## src/lft_pkg.sv

```systemverilog
// ----------------------------------------------------------------------------
// lft_pkg
// shared types, codes, character constants and a whitespace helper of the logfmt line tokenizer
// ----------------------------------------------------------------------------
package lft_pkg;

    typedef enum logic [2:0] {
        MODE_SKIP   = 3'd0,
        MODE_KEY    = 3'd1,
        MODE_VSTART = 3'd2,
        MODE_PLAIN  = 3'd3,
        MODE_QUOTED = 3'd4,
        MODE_ESCAPE = 3'd5,
        MODE_AFTERQ = 3'd6
    } t_mode;

    localparam logic [2:0] KIND_KEY   = 3'd0;
    localparam logic [2:0] KIND_VAL   = 3'd1;
    localparam logic [2:0] KIND_PAIR  = 3'd2;
    localparam logic [2:0] KIND_OK    = 3'd3;
    localparam logic [2:0] KIND_ERR   = 3'd4;
    localparam logic [2:0] KIND_BLANK = 3'd5;

    localparam logic [2:0] ERR_NONE         = 3'd0;
    localparam logic [2:0] ERR_EMPTY_KEY    = 3'd1;
    localparam logic [2:0] ERR_NO_EQUALS    = 3'd2;
    localparam logic [2:0] ERR_ESCAPE       = 3'd3;
    localparam logic [2:0] ERR_UNTERMINATED = 3'd4;
    localparam logic [2:0] ERR_JUNK         = 3'd5;

    localparam logic [7:0] CH_EQUALS = 8'h3D;
    localparam logic [7:0] CH_QUOTE  = 8'h22;
    localparam logic [7:0] CH_BSLASH = 8'h5C;
    localparam logic [7:0] CH_LF     = 8'h0A;
    localparam logic [7:0] CH_CR     = 8'h0D;
    localparam logic [7:0] CH_TAB    = 8'h09;
    localparam logic [7:0] CH_SPACE  = 8'h20;
    localparam logic [7:0] CH_LOW_N  = 8'h6E;
    localparam logic [7:0] CH_LOW_R  = 8'h72;
    localparam logic [7:0] CH_LOW_T  = 8'h74;

    typedef struct packed {
        t_mode      mode;
        logic       pair_seen;
        logic [2:0] line_error;
    } t_state;

    typedef struct packed {
        logic [2:0] kind;
        logic [7:0] ch;
        logic [2:0] err;
        logic       last;
    } t_result;

    function automatic logic is_ws(input logic [7:0] c);
        return (c == CH_SPACE) || ((c >= CH_TAB) && (c <= CH_CR));
    endfunction

endpackage

```

## src/lft_step.sv

```systemverilog
// ----------------------------------------------------------------------------
// lft_step
// next-state and result decode for one byte or line end
// ----------------------------------------------------------------------------
module lft_step
    import lft_pkg::*;
(
    input  logic [7:0] i_char,
    input  logic       i_line_end,
    input  t_state     i_state,
    output t_state     o_state,
    output logic [1:0] o_count,
    output t_result    o_res0,
    output t_result    o_res1
);

    always_comb begin
        o_state = i_state;
        o_count = 2'd0;
        o_res0  = '0;
        o_res1  = '0;

        if (i_line_end) begin
            o_count = 2'd1;
            if (i_state.line_error != ERR_NONE) begin
                o_res0.kind = KIND_ERR;
                o_res0.err  = i_state.line_error;
            end else begin
                unique case (i_state.mode)
                    MODE_KEY: begin
                        o_res0.kind = KIND_ERR;
                        o_res0.err  = ERR_NO_EQUALS;
                    end
                    MODE_VSTART, MODE_PLAIN, MODE_AFTERQ: begin
                        o_count     = 2'd2;
                        o_res0.kind = KIND_PAIR;
                        o_res1.kind = KIND_OK;
                    end
                    MODE_QUOTED: begin
                        o_res0.kind = KIND_ERR;
                        o_res0.err  = ERR_UNTERMINATED;
                    end
                    MODE_ESCAPE: begin
                        o_res0.kind = KIND_ERR;
                        o_res0.err  = ERR_ESCAPE;
                    end
                    default: begin
                        o_res0.kind = i_state.pair_seen ? KIND_OK : KIND_BLANK;
                    end
                endcase
            end
            o_state = '{mode: MODE_SKIP, pair_seen: 1'b0, line_error: ERR_NONE};
        end else if (i_state.line_error == ERR_NONE) begin
            unique case (i_state.mode)
                MODE_KEY: begin
                    if (i_char == CH_EQUALS) begin
                        o_state.mode = MODE_VSTART;
                    end else if (is_ws(i_char)) begin
                        o_state.line_error = ERR_NO_EQUALS;
                    end else begin
                        o_count     = 2'd1;
                        o_res0.kind = KIND_KEY;
                        o_res0.ch   = i_char;
                    end
                end
                MODE_VSTART: begin
                    if (i_char == CH_QUOTE) begin
                        o_state.mode = MODE_QUOTED;
                    end else if (is_ws(i_char)) begin
                        o_count           = 2'd1;
                        o_res0.kind       = KIND_PAIR;
                        o_state.pair_seen = 1'b1;
                        o_state.mode      = MODE_SKIP;
                    end else begin
                        o_count      = 2'd1;
                        o_res0.kind  = KIND_VAL;
                        o_res0.ch    = i_char;
                        o_state.mode = MODE_PLAIN;
                    end
                end
                MODE_PLAIN: begin
                    o_count = 2'd1;
                    if (is_ws(i_char)) begin
                        o_res0.kind       = KIND_PAIR;
                        o_state.pair_seen = 1'b1;
                        o_state.mode      = MODE_SKIP;
                    end else begin
                        o_res0.kind = KIND_VAL;
                        o_res0.ch   = i_char;
                    end
                end
                MODE_QUOTED: begin
                    if (i_char == CH_QUOTE) begin
                        o_state.mode = MODE_AFTERQ;
                    end else if (i_char == CH_BSLASH) begin
                        o_state.mode = MODE_ESCAPE;
                    end else begin
                        o_count     = 2'd1;
                        o_res0.kind = KIND_VAL;
                        o_res0.ch   = i_char;
                    end
                end
                MODE_ESCAPE: begin
                    o_count      = 2'd1;
                    o_res0.kind  = KIND_VAL;
                    o_state.mode = MODE_QUOTED;
                    priority if (i_char == CH_QUOTE || i_char == CH_BSLASH) begin
                        o_res0.ch = i_char;
                    end else if (i_char == CH_LOW_N) begin
                        o_res0.ch = CH_LF;
                    end else if (i_char == CH_LOW_R) begin
                        o_res0.ch = CH_CR;
                    end else if (i_char == CH_LOW_T) begin
                        o_res0.ch = CH_TAB;
                    end else begin
                        o_count     = 2'd2;
                        o_res0.ch   = CH_BSLASH;
                        o_res1.kind = KIND_VAL;
                        o_res1.ch   = i_char;
                    end
                end
                MODE_AFTERQ: begin
                    if (is_ws(i_char)) begin
                        o_count           = 2'd1;
                        o_res0.kind       = KIND_PAIR;
                        o_state.pair_seen = 1'b1;
                        o_state.mode      = MODE_SKIP;
                    end else begin
                        o_state.line_error = ERR_JUNK;
                    end
                end
                default: begin
                    if (is_ws(i_char)) begin
                        o_state.mode = MODE_SKIP;
                    end else if (i_char == CH_EQUALS) begin
                        o_state.line_error = ERR_EMPTY_KEY;
                    end else begin
                        o_count      = 2'd1;
                        o_res0.kind  = KIND_KEY;
                        o_res0.ch    = i_char;
                        o_state.mode = MODE_KEY;
                    end
                end
            endcase
        end

        o_res0.last = (o_count == 2'd1);
        o_res1.last = (o_count == 2'd2);
    end

endmodule

```

## src/lft_outq.sv

```systemverilog
// ----------------------------------------------------------------------------
// lft_outq
// two-entry result queue, head entry drives the output port
// ----------------------------------------------------------------------------
module lft_outq
    import lft_pkg::*;
(
    input  logic       i_clk,
    input  logic       i_rst_n,
    input  logic [1:0] i_push_count,
    input  t_result    i_word0,
    input  t_result    i_word1,
    input  logic       i_stall,
    output logic [1:0] o_free,
    output logic       o_valid,
    output t_result    o_head
);

    logic [1:0] r_cnt;
    logic [1:0] n_cnt;
    t_result    r_q0;
    t_result    r_q1;
    t_result    n_q0;
    t_result    n_q1;
    logic       pop;
    logic [1:0] cnt_pop;

    assign o_valid = (r_cnt != 2'd0);
    assign o_head  = r_q0;
    assign pop     = o_valid && !i_stall;
    assign o_free  = 2'd2 - r_cnt + {1'b0, pop};

    always_comb begin
        n_q0    = r_q0;
        n_q1    = r_q1;
        cnt_pop = r_cnt;
        if (pop) begin
            n_q0    = r_q1;
            cnt_pop = r_cnt - 2'd1;
        end
        if (i_push_count != 2'd0) begin
            if (cnt_pop == 2'd0) begin
                n_q0 = i_word0;
                if (i_push_count == 2'd2) begin
                    n_q1 = i_word1;
                end
            end else begin
                n_q1 = i_word0;
            end
        end
        n_cnt = cnt_pop + i_push_count;
    end

    always_ff @(posedge i_clk) begin
        if (!i_rst_n) begin
            r_cnt <= 2'd0;
        end else begin
            r_cnt <= n_cnt;
        end
        r_q0 <= n_q0;
        r_q1 <= n_q1;
    end

`ifndef ASSERT_OFF
    a_cnt_range: assert property (@(posedge i_clk) disable iff (!i_rst_n)
        r_cnt != 2'd3)
        else $error("result queue count out of range");

    a_no_overflow: assert property (@(posedge i_clk) disable iff (!i_rst_n)
        i_push_count <= o_free)
        else $error("result queue overflow");
`endif

endmodule

```

## src/logfmt_line_tokenizer.sv

```systemverilog
// ----------------------------------------------------------------------------
// logfmt_line_tokenizer
// Streams a logfmt line one byte per word and returns key characters, value
// characters, pair ends and a line status at each line-end word. A byte is
// taken every cycle while o_stall is low; it passes an input register, is
// decoded in one step and lands in a two-entry result queue. The single result
// port delivers one word per cycle while i_stall is low, so each byte that
// yields two results (an unknown escape, or a line end that ends a value) takes
// an extra output slot, and input stalls once the queue has filled.
// ----------------------------------------------------------------------------
module logfmt_line_tokenizer
    import lft_pkg::*;
(
    input  logic       i_clk,
    input  logic       i_rst_n,
    input  logic       i_valid,
    output logic       o_stall,
    input  logic [7:0] i_char_code,
    input  logic       i_line_end,
    output logic       o_valid,
    input  logic       i_stall,
    output logic [2:0] o_kind,
    output logic [7:0] o_out_char,
    output logic [2:0] o_error_code,
    output logic       o_last_result
);

    logic       r_in_vld;
    logic [7:0] r_in_char;
    logic       r_in_eol;
    t_state     r_state;
    t_state     step_state;
    logic [1:0] step_count;
    t_result    step_res0;
    t_result    step_res1;
    logic [1:0] q_free;
    logic [1:0] push_count;
    logic       adv;
    logic       accept;
    t_result    head;

    lft_step u_step (
        .i_char     (r_in_char),
        .i_line_end (r_in_eol),
        .i_state    (r_state),
        .o_state    (step_state),
        .o_count    (step_count),
        .o_res0     (step_res0),
        .o_res1     (step_res1)
    );

    assign adv        = r_in_vld && (step_count <= q_free);
    assign push_count = adv ? step_count : 2'd0;
    assign o_stall    = r_in_vld && !adv;
    assign accept     = i_valid && !o_stall;

    lft_outq u_outq (
        .i_clk        (i_clk),
        .i_rst_n      (i_rst_n),
        .i_push_count (push_count),
        .i_word0      (step_res0),
        .i_word1      (step_res1),
        .i_stall      (i_stall),
        .o_free       (q_free),
        .o_valid      (o_valid),
        .o_head       (head)
    );

    assign o_kind        = head.kind;
    assign o_out_char    = head.ch;
    assign o_error_code  = head.err;
    assign o_last_result = head.last;

    always_ff @(posedge i_clk) begin
        if (!i_rst_n) begin
            r_in_vld <= 1'b0;
            r_state  <= '{mode: MODE_SKIP, pair_seen: 1'b0, line_error: ERR_NONE};
        end else begin
            if (accept) begin
                r_in_vld <= 1'b1;
            end else if (adv) begin
                r_in_vld <= 1'b0;
            end
            if (adv) begin
                r_state <= step_state;
            end
        end
        if (accept) begin
            r_in_char <= i_char_code;
            r_in_eol  <= i_line_end;
        end
    end

`ifndef ASSERT_OFF
    a_line_end_resets: assert property (@(posedge i_clk) disable iff (!i_rst_n)
        adv && r_in_eol |=> r_state.mode == MODE_SKIP && !r_state.pair_seen
            && r_state.line_error == ERR_NONE)
        else $error("state not cleared after line end");

    a_err_has_code: assert property (@(posedge i_clk) disable iff (!i_rst_n)
        o_valid && o_kind == KIND_ERR |-> o_error_code != ERR_NONE)
        else $error("line error without code");

    a_status_no_char: assert property (@(posedge i_clk) disable iff (!i_rst_n)
        o_valid && (o_kind == KIND_PAIR || o_kind == KIND_OK || o_kind == KIND_BLANK)
            |-> o_out_char == 8'd0 && o_error_code == ERR_NONE)
        else $error("status word carries payload");

    a_status_is_last: assert property (@(posedge i_clk) disable iff (!i_rst_n)
        o_valid && (o_kind == KIND_OK || o_kind == KIND_ERR || o_kind == KIND_BLANK)
            |-> o_last_result)
        else $error("line status not marked last");
`endif

endmodule
```

## config.mk

```make
export PLATFORM = sky130hd
export DESIGN_NAME = logfmt_line_tokenizer
export DESIGN_NICKNAME = d
export VERILOG_FILES = /design/src/lft_pkg.sv /design/src/lft_step.sv /design/src/lft_outq.sv /design/src/logfmt_line_tokenizer.sv
export SDC_FILE = /design/constraint.sdc
export NUM_CORES = 1
export LEC_CHECK = 0
export BUFFER_PORTS_ARGS = -buffer_cell sky130_fd_sc_hd__buf_2
export CAP_MARGIN = 20
export CORE_ASPECT_RATIO = 0.75
export CORE_MARGIN = 2
export CORE_UTILIZATION = 50
export DETAILED_ROUTE_END_ITERATION = 6
export PLACE_DENSITY = 0.69
export SKIP_LAST_GASP = 1
export SLEW_MARGIN = 10
export SYNTH_ARGS = -nofsm -noshare
export SYNTH_HDL_FRONTEND = slang
export SYNTH_SLANG_ARGS = --single-unit
export TNS_END_PERCENT = 1
```

## constraint.sdc

```tcl
create_clock -name i_clk -period 8.9 [get_ports i_clk]
set_clock_uncertainty 0.15 [all_clocks]
set_input_delay 0.89 -clock i_clk [delete_from_list [all_inputs] [get_ports i_clk]]
set_output_delay 0.89 -clock i_clk [all_outputs]
set_load 0.01 [all_outputs]
```

---- Word level (Yosys, flattened, before mapping) ----
Cells that the tools add are included.
storage, ports and cells
  word-level logic and storage cells ...... 158
  output and inout bits ................... 17
  register bits after elaboration ......... 49
  input port bits ......................... 13
operators by class
  equal/unequal tests ..................... 28
  mux-type cells .......................... 81
  $add $sub $neg .......................... 4
  magnitude comparators ................... 3
  reductions and logical operators ........ 27
operators with widths
  cell                number
  $mux 15             5
  $mux 8              9
  $mux 11             6
  $mux 3              18
  $pmux 8 s6          1
  $mux 2              17
  $eq 8x7->1 const B  4
  $mux 7              4
  $mux 9              3
  $eq 8x6->1 const B  3
  $pmux 3 s3          2
  $pmux 3 s6          1
  $pmux 3 s5          1
  $ne 3x3->1 const B  4
  $pmux 2 s6          1
  $reduce_and 6->1    2
  $mux 10             1
  $eq 3x3->1 const B  3
  $mux 1              9
  $ne 3x2->1 const B  3
  $ge 8x4->1 const B  1
  $le 8x4->1 const B  1
  $reduce_and 8->1    1
  $reduce_bool 2->1   4
  other kinds (28)    39

---- Longest topological paths before layout ----
  word-level depth ........................ 15
  depth in mapped cells ................... 17
  depth with buffers taken out ............ 15

---- Cells and area by module ----
Synthesis repeated with hierarchy kept, for this count alone.
second synthesis, totals
  cell total of the unflattened synthesis .. 345
  area, all modules ....................... 3,460.8 um^2
by module, submodules not included
  module                 cells each  area an instance (um^2)  seq. area each (um^2)  instances
  lft_outq               103         1,526.5                  790.8                  1
  lft_step               189         1,255.0                  0.0                    1
  logfmt_line_tokenizer  53          679.4                    430.4                  1

---- Least setup slack after synthesis ----
No wires, ideal clock.
  path kind ............................... reg2reg
  start point ............................. register r_in_char[1]
  end point ............................... register u_outq.r_q1[0] (netlist name) (enable)
  setup slack ............................. 4.497 ns
  buffers on the path ..................... 2
  data required time ...................... 8.339 ns
  data arrival time ....................... 3.842 ns
  library setup time ...................... 0.411 ns
  cell stages (with the launch flop) ...... 13
  period minus slack after synthesis ...... 4.403 ns
  path through ............................ edfxtp_1 -> buf_6 -> or4b_1 -> a211oi_2 -> or2_1 -> buf_4 -> o211ai_1 -> o221ai_1 -> ha_1 -> nor2b_1 -> o21ai_0 -> nand2_1 -> o31ai_1
between the ends
  word-level cells in the longest chain between the ends .. 14
  elaborated cells between the ends (all ways) .. 34
  classes of those cells .................. order compare (3); eq/ne (9); mux (16); reduce/logical (6)
RTL lines
  what                                                line                             RTL
  start: declaration                                  logfmt_line_tokenizer.sv:29      logic [7:0] r_in_char;
  start signal: assignment                            logfmt_line_tokenizer.sv:89      r_in_char <= i_char_code;
  $ge 8x4->1, or another cell as far along            lft_pkg.sv:56                    return (c == CH_SPACE) || ((c >= CH_TAB) && (c <= CH_CR));
  $logic_and 1x1->1 / $mux 2 (equally long branches)  lft_pkg.sv:56, lft_step.sv:113
  $logic_or 1x1->1 / $mux 2 (equally long branches)   lft_pkg.sv:56, lft_step.sv:111
  $mux 1 / $mux 2 (equally long branches)             lft_step.sv:58, lft_step.sv:109
  $mux 2 (on tied branches)                           lft_step.sv:56, lft_step.sv:107
  $pmux 2 s6 (*)                                      lft_step.sv:54                   unique case (i_state.mode)
  $mux 2 (*)                                          lft_step.sv:53                   end else if (i_state.line_error == ERR_NONE) begin
  $mux 2 (*)                                          lft_step.sv:23                   if (i_line_end) begin
  $le 2x2->1                                          logfmt_line_tokenizer.sv:52      assign adv = r_in_vld && (step_count <= q_free);
  $logic_and 1x1->1                                   logfmt_line_tokenizer.sv:52
  $mux 2 (*)                                          logfmt_line_tokenizer.sv:53      assign push_count = adv ? step_count : 2'd0;
  $eq 2x2->1                                          lft_outq.sv:44                   if (i_push_count == 2'd2) begin
  $ne 2x2->1 (no source line)                         --
  $reduce_and 2->1 (no source line) (*)               --
  end signal: assignment                              lft_outq.sv:61                   r_q1 <= n_q1;
  end: declaration                                    lft_outq.sv:22                   t_result r_q1;
Every way passes the cells marked *; elsewhere a longest branch is shown, timed or not.
A chain may end at the register's enable or synchronous reset.

==> results.sh <==
export IMPL_cts_tree="yes"
export IMPL_drc=0
export IMPL_synthCells=354
export IMPL_cpMaxStageDelayCell="edfxtp_1"
export IMPL_final_area_sq_mm=0.003374
export IMPL_r2r_start="r_in_char[1]"
export IMPL_grt_usage_pct=22.56
export IMPL_vias=2797
export IMPL_finalCriticalPeriod_ps=4688
export IMPL_cts_hold_buf=0
export IMPL_cts_sinks=49
export IMPL_clk_pin_slew_ps=100
export IMPL_syn_avg_cell_area_sq_um=8.903
export IMPL_dp_hpwl_um=5299
export IMPL_holdCritStartpoint="r_state[1]"
export IMPL_critPathMaxStageDelay_ps=640
export IMPL_postRouteAntennaNets=0
export IMPL_cp_max_fo=18
export IMPL_ir_drop_uv=77.40
export IMPL_final_layout_size_suffix_gt1_share_pct=15.03
export IMPL_finish_utilization_pct=54.48
export IMPL_yosysWarningCount=0
export IMPL_relSlewSlack_pct=34.14
export IMPL_path_delay_family="compound AO/OA/AOI/OAI gates"
export IMPL_die_w_um=95.68
export IMPL_grt_max_degree=30
export IMPL_synth_area_sq_mm=0.003152
export IMPL_placed_area_sq_mm=0.003286
export IMPL_antenna_cells=0
export IMPL_cts_repair_resize_count=0
export IMPL_antenna_found_initial=0
export IMPL_rsz0062_at_grt="false"
export IMPL_row_count=25
export IMPL_synth_edff_count=24
export IMPL_slew_violations=0
export IMPL_post_cts_setup_buffers=0
export IMPL_numCtsBuffers=5
export IMPL_grt_pass1_wl_um=12230
export IMPL_worstSetupPathType="reg -> reg"
export IMPL_max_cap_violations=0
export IMPL_ys_types=69
export IMPL_multi_input_area_sq_mm=0.001765
export IMPL_setup_violations=0
export IMPL_cts_buffer_depth=2
export IMPL_globalplace_congestion=0.9244
export IMPL_port_buffers=29
export IMPL_synth_top_area_cell="edfxtp_1"
export IMPL_crit_path_cell_trace="or4b_1 > a211oi_2 > or2_1 > o211ai_1 > o221ai_1 > ha_1 > nor2b_1 > o21ai_0 > and2_1 > o211ai_1 > a21oi_4 > mux2_1"
export IMPL_overflow=0
export IMPL_status="completed"
export IMPL_nets=383
export IMPL_crit_buf_inv=0
export IMPL_hold_path_class="reg -> reg"
export IMPL_drtIter0Drc=311
export IMPL_wire_per_inst_um=16.55
export IMPL_worstPathArrival_ps=4740
export IMPL_tns_ps=0
export IMPL_start_util_pct=50.89
export IMPL_synth_nets=372
export IMPL_ys_flop_type="dfxtp_1"
export IMPL_required_ps=8950
export IMPL_clkLatencyLatePin_ps=310
export IMPL_p_leak_nw=1.231
export IMPL_h_tree_depth=2
export IMPL_core_area_sq_mm=0.006193
export IMPL_cts_root_buf="clkbuf_8"
export IMPL_total_power_w=0.0008040
export IMPL_synth_top_area_share_pct=22.87
export IMPL_io_pins=30
export IMPL_final_hold_viol_count=0
export IMPL_cp_start_kind="flip-flop"
export IMPL_syn_to_final_growth_pct=7.066
export IMPL_routed_wl_um=7399
export IMPL_max_freq_mhz=213.3
export IMPL_ff_latch_area_sq_mm=0.001221
export IMPL_die_area_sq_mm=0.006961
export IMPL_vias_per_cell=6.257
export IMPL_async_flop_share_pct=0
export IMPL_ys_ff_latch=49
export IMPL_powerDensity_mw_per_mm2=238.3
export IMPL_chipHeight_um=72.76
export IMPL_worst_pin_slew_ps=985.9
export IMPL_min_period_over_period_pct=52.67
export IMPL_end_kind="flip-flop"
export IMPL_startpoint="r_in_char[1]"
export IMPL_synth_seq_area_share_pct=38.75
export IMPL_grt_pass1_vias=2440
export IMPL_fill_cells=555
export IMPL_crit_path_frequent_cell="o211ai_1"
export IMPL_yosys_top_cells_area="edfxtp_1, dfxtp_1, mux2i_1"
export IMPL_firstDrtPassIters=5
-- power by group --
group          total (W)  switching (W)  internal [W]
Clock           0.000140      0.0000837     0.0000563
Sequential      0.000345      0.0000403      0.000305
Combinational   0.000319       0.000184      0.000135
-- kinds of logic after synthesis --
| family | after synthesis | share of synthesized area, % |
|---|---|---|
| and+or+nand+nor | 136 | 22.39 |
| muxes | 30 | 9.607 |
| DFF | 49 | 38.75 |
| xor gates and xnor gates | 5 | 1.390 |
| buffers and inverters | 38 | 5.399 |
| AOI/OAI and AO/OA | 91 | 20.48 |
| adders and majority gates | 5 | 1.985 |
-- flip-flops by register name, indices dropped and copies added, names as in the netlist --
register       count
r_in_vld           1
r_in_eol           1
r_in_char          8
u_outq.o_head     15
r_state            7
u_outq.r_q1       15
u_outq.r_cnt       2
-- stage by stage --
step | setup WS (ps) | cells | hold WS [ps]
6_report | 4212 | 447 | 374.2
4_1_cts | 4227 | 447 | 369.0
3_5_place_dp | 4152 | 439 | 352.6
3_3_place_gp | 4153 | 438 | 345.3
2_1_floorplan | 4497 | 354 | 317.4
5_1_grt | 3913 | 447 | 402.2
-- tightest hold or removal path, stage by stage (launching register included) --
cell and delay (ps):
dfxtp_1 350, nand2_1 70, o32ai_1 70
-- path summary, 6_finish.rpt --
kind	end	slack, ps	cells after the start
max reg2reg	u_outq.o_head[7]	4210	12
min reg2reg	r_state[1]	370	2
max	u_outq.o_head[7]	4210	12
min	r_state[1]	370	2
-- cell usage in the layout, fill, tap and decap left out, drive strengths merged, types with 5 or more instances in the layout --
cell type | netlist | final
a21oi | 16 | 16
and2 | 7 | 7
buf | 8 | 30
clkbuf | 18 | 5
dfxtp | 25 | 25
edfxtp | 24 | 24
ha | 5 | 5
inv | 12 | 14
mux2i | 28 | 28
nand2 | 37 | 37
nand3 | 9 | 9
nand4 | 6 | 6
nor2 | 30 | 30
nor2b | 6 | 6
nor3 | 15 | 15
o211ai | 5 | 5
o21ai | 27 | 27
-- Yosys cell counts, types with 2 or more instances --
master / n
nand2_1: 37
mux2i_1: 28
nor2_1: 28
o21ai_0: 26
dfxtp_1: 25
edfxtp_1: 24
clkbuf_1: 18
a21oi_1: 14
nor3_1: 14
inv_1: 12
nand3_1: 9
and2_1: 7
nand4_1: 6
nor2b_1: 6
ha_1: 5
o211ai_1: 5
buf_2: 4
nand2b_1: 4
nand3b_1: 4
o22ai_1: 4
o31ai_1: 4
o32ai_1: 4
or3_1: 4
o21a_1: 3
o221ai_1: 3
xnor2_1: 3
a221o_1: 2
a22o_1: 2
a31oi_1: 2
a41oi_1: 2
nor2_2: 2
o21bai_1: 2
o311ai_0: 2
or2_2: 2
or4b_1: 2
xor2_1: 2
-- per-layer routing --
layer	track usage, %	share of wire [%]	up-vias
met5	0	0	-
met4	6.032	1.7	0
met3	4.752	7.8	11
met2	30.61	41	125
met1	35.85	49	1321
li1	-	-	1340
-- area by class of cell --
cell class                      count  area share [%]
Clock buffer                        5           2.039
Clock inverter                      3          0.5933
Inverter                           12           1.335
Multi-Input combinational cell    267           52.32
Sequential cell                    49           36.19
Tap cell                           81           3.003
Timing Repair Buffer               30           4.524
Note: power is estimated with default switching activity, not from simulation.
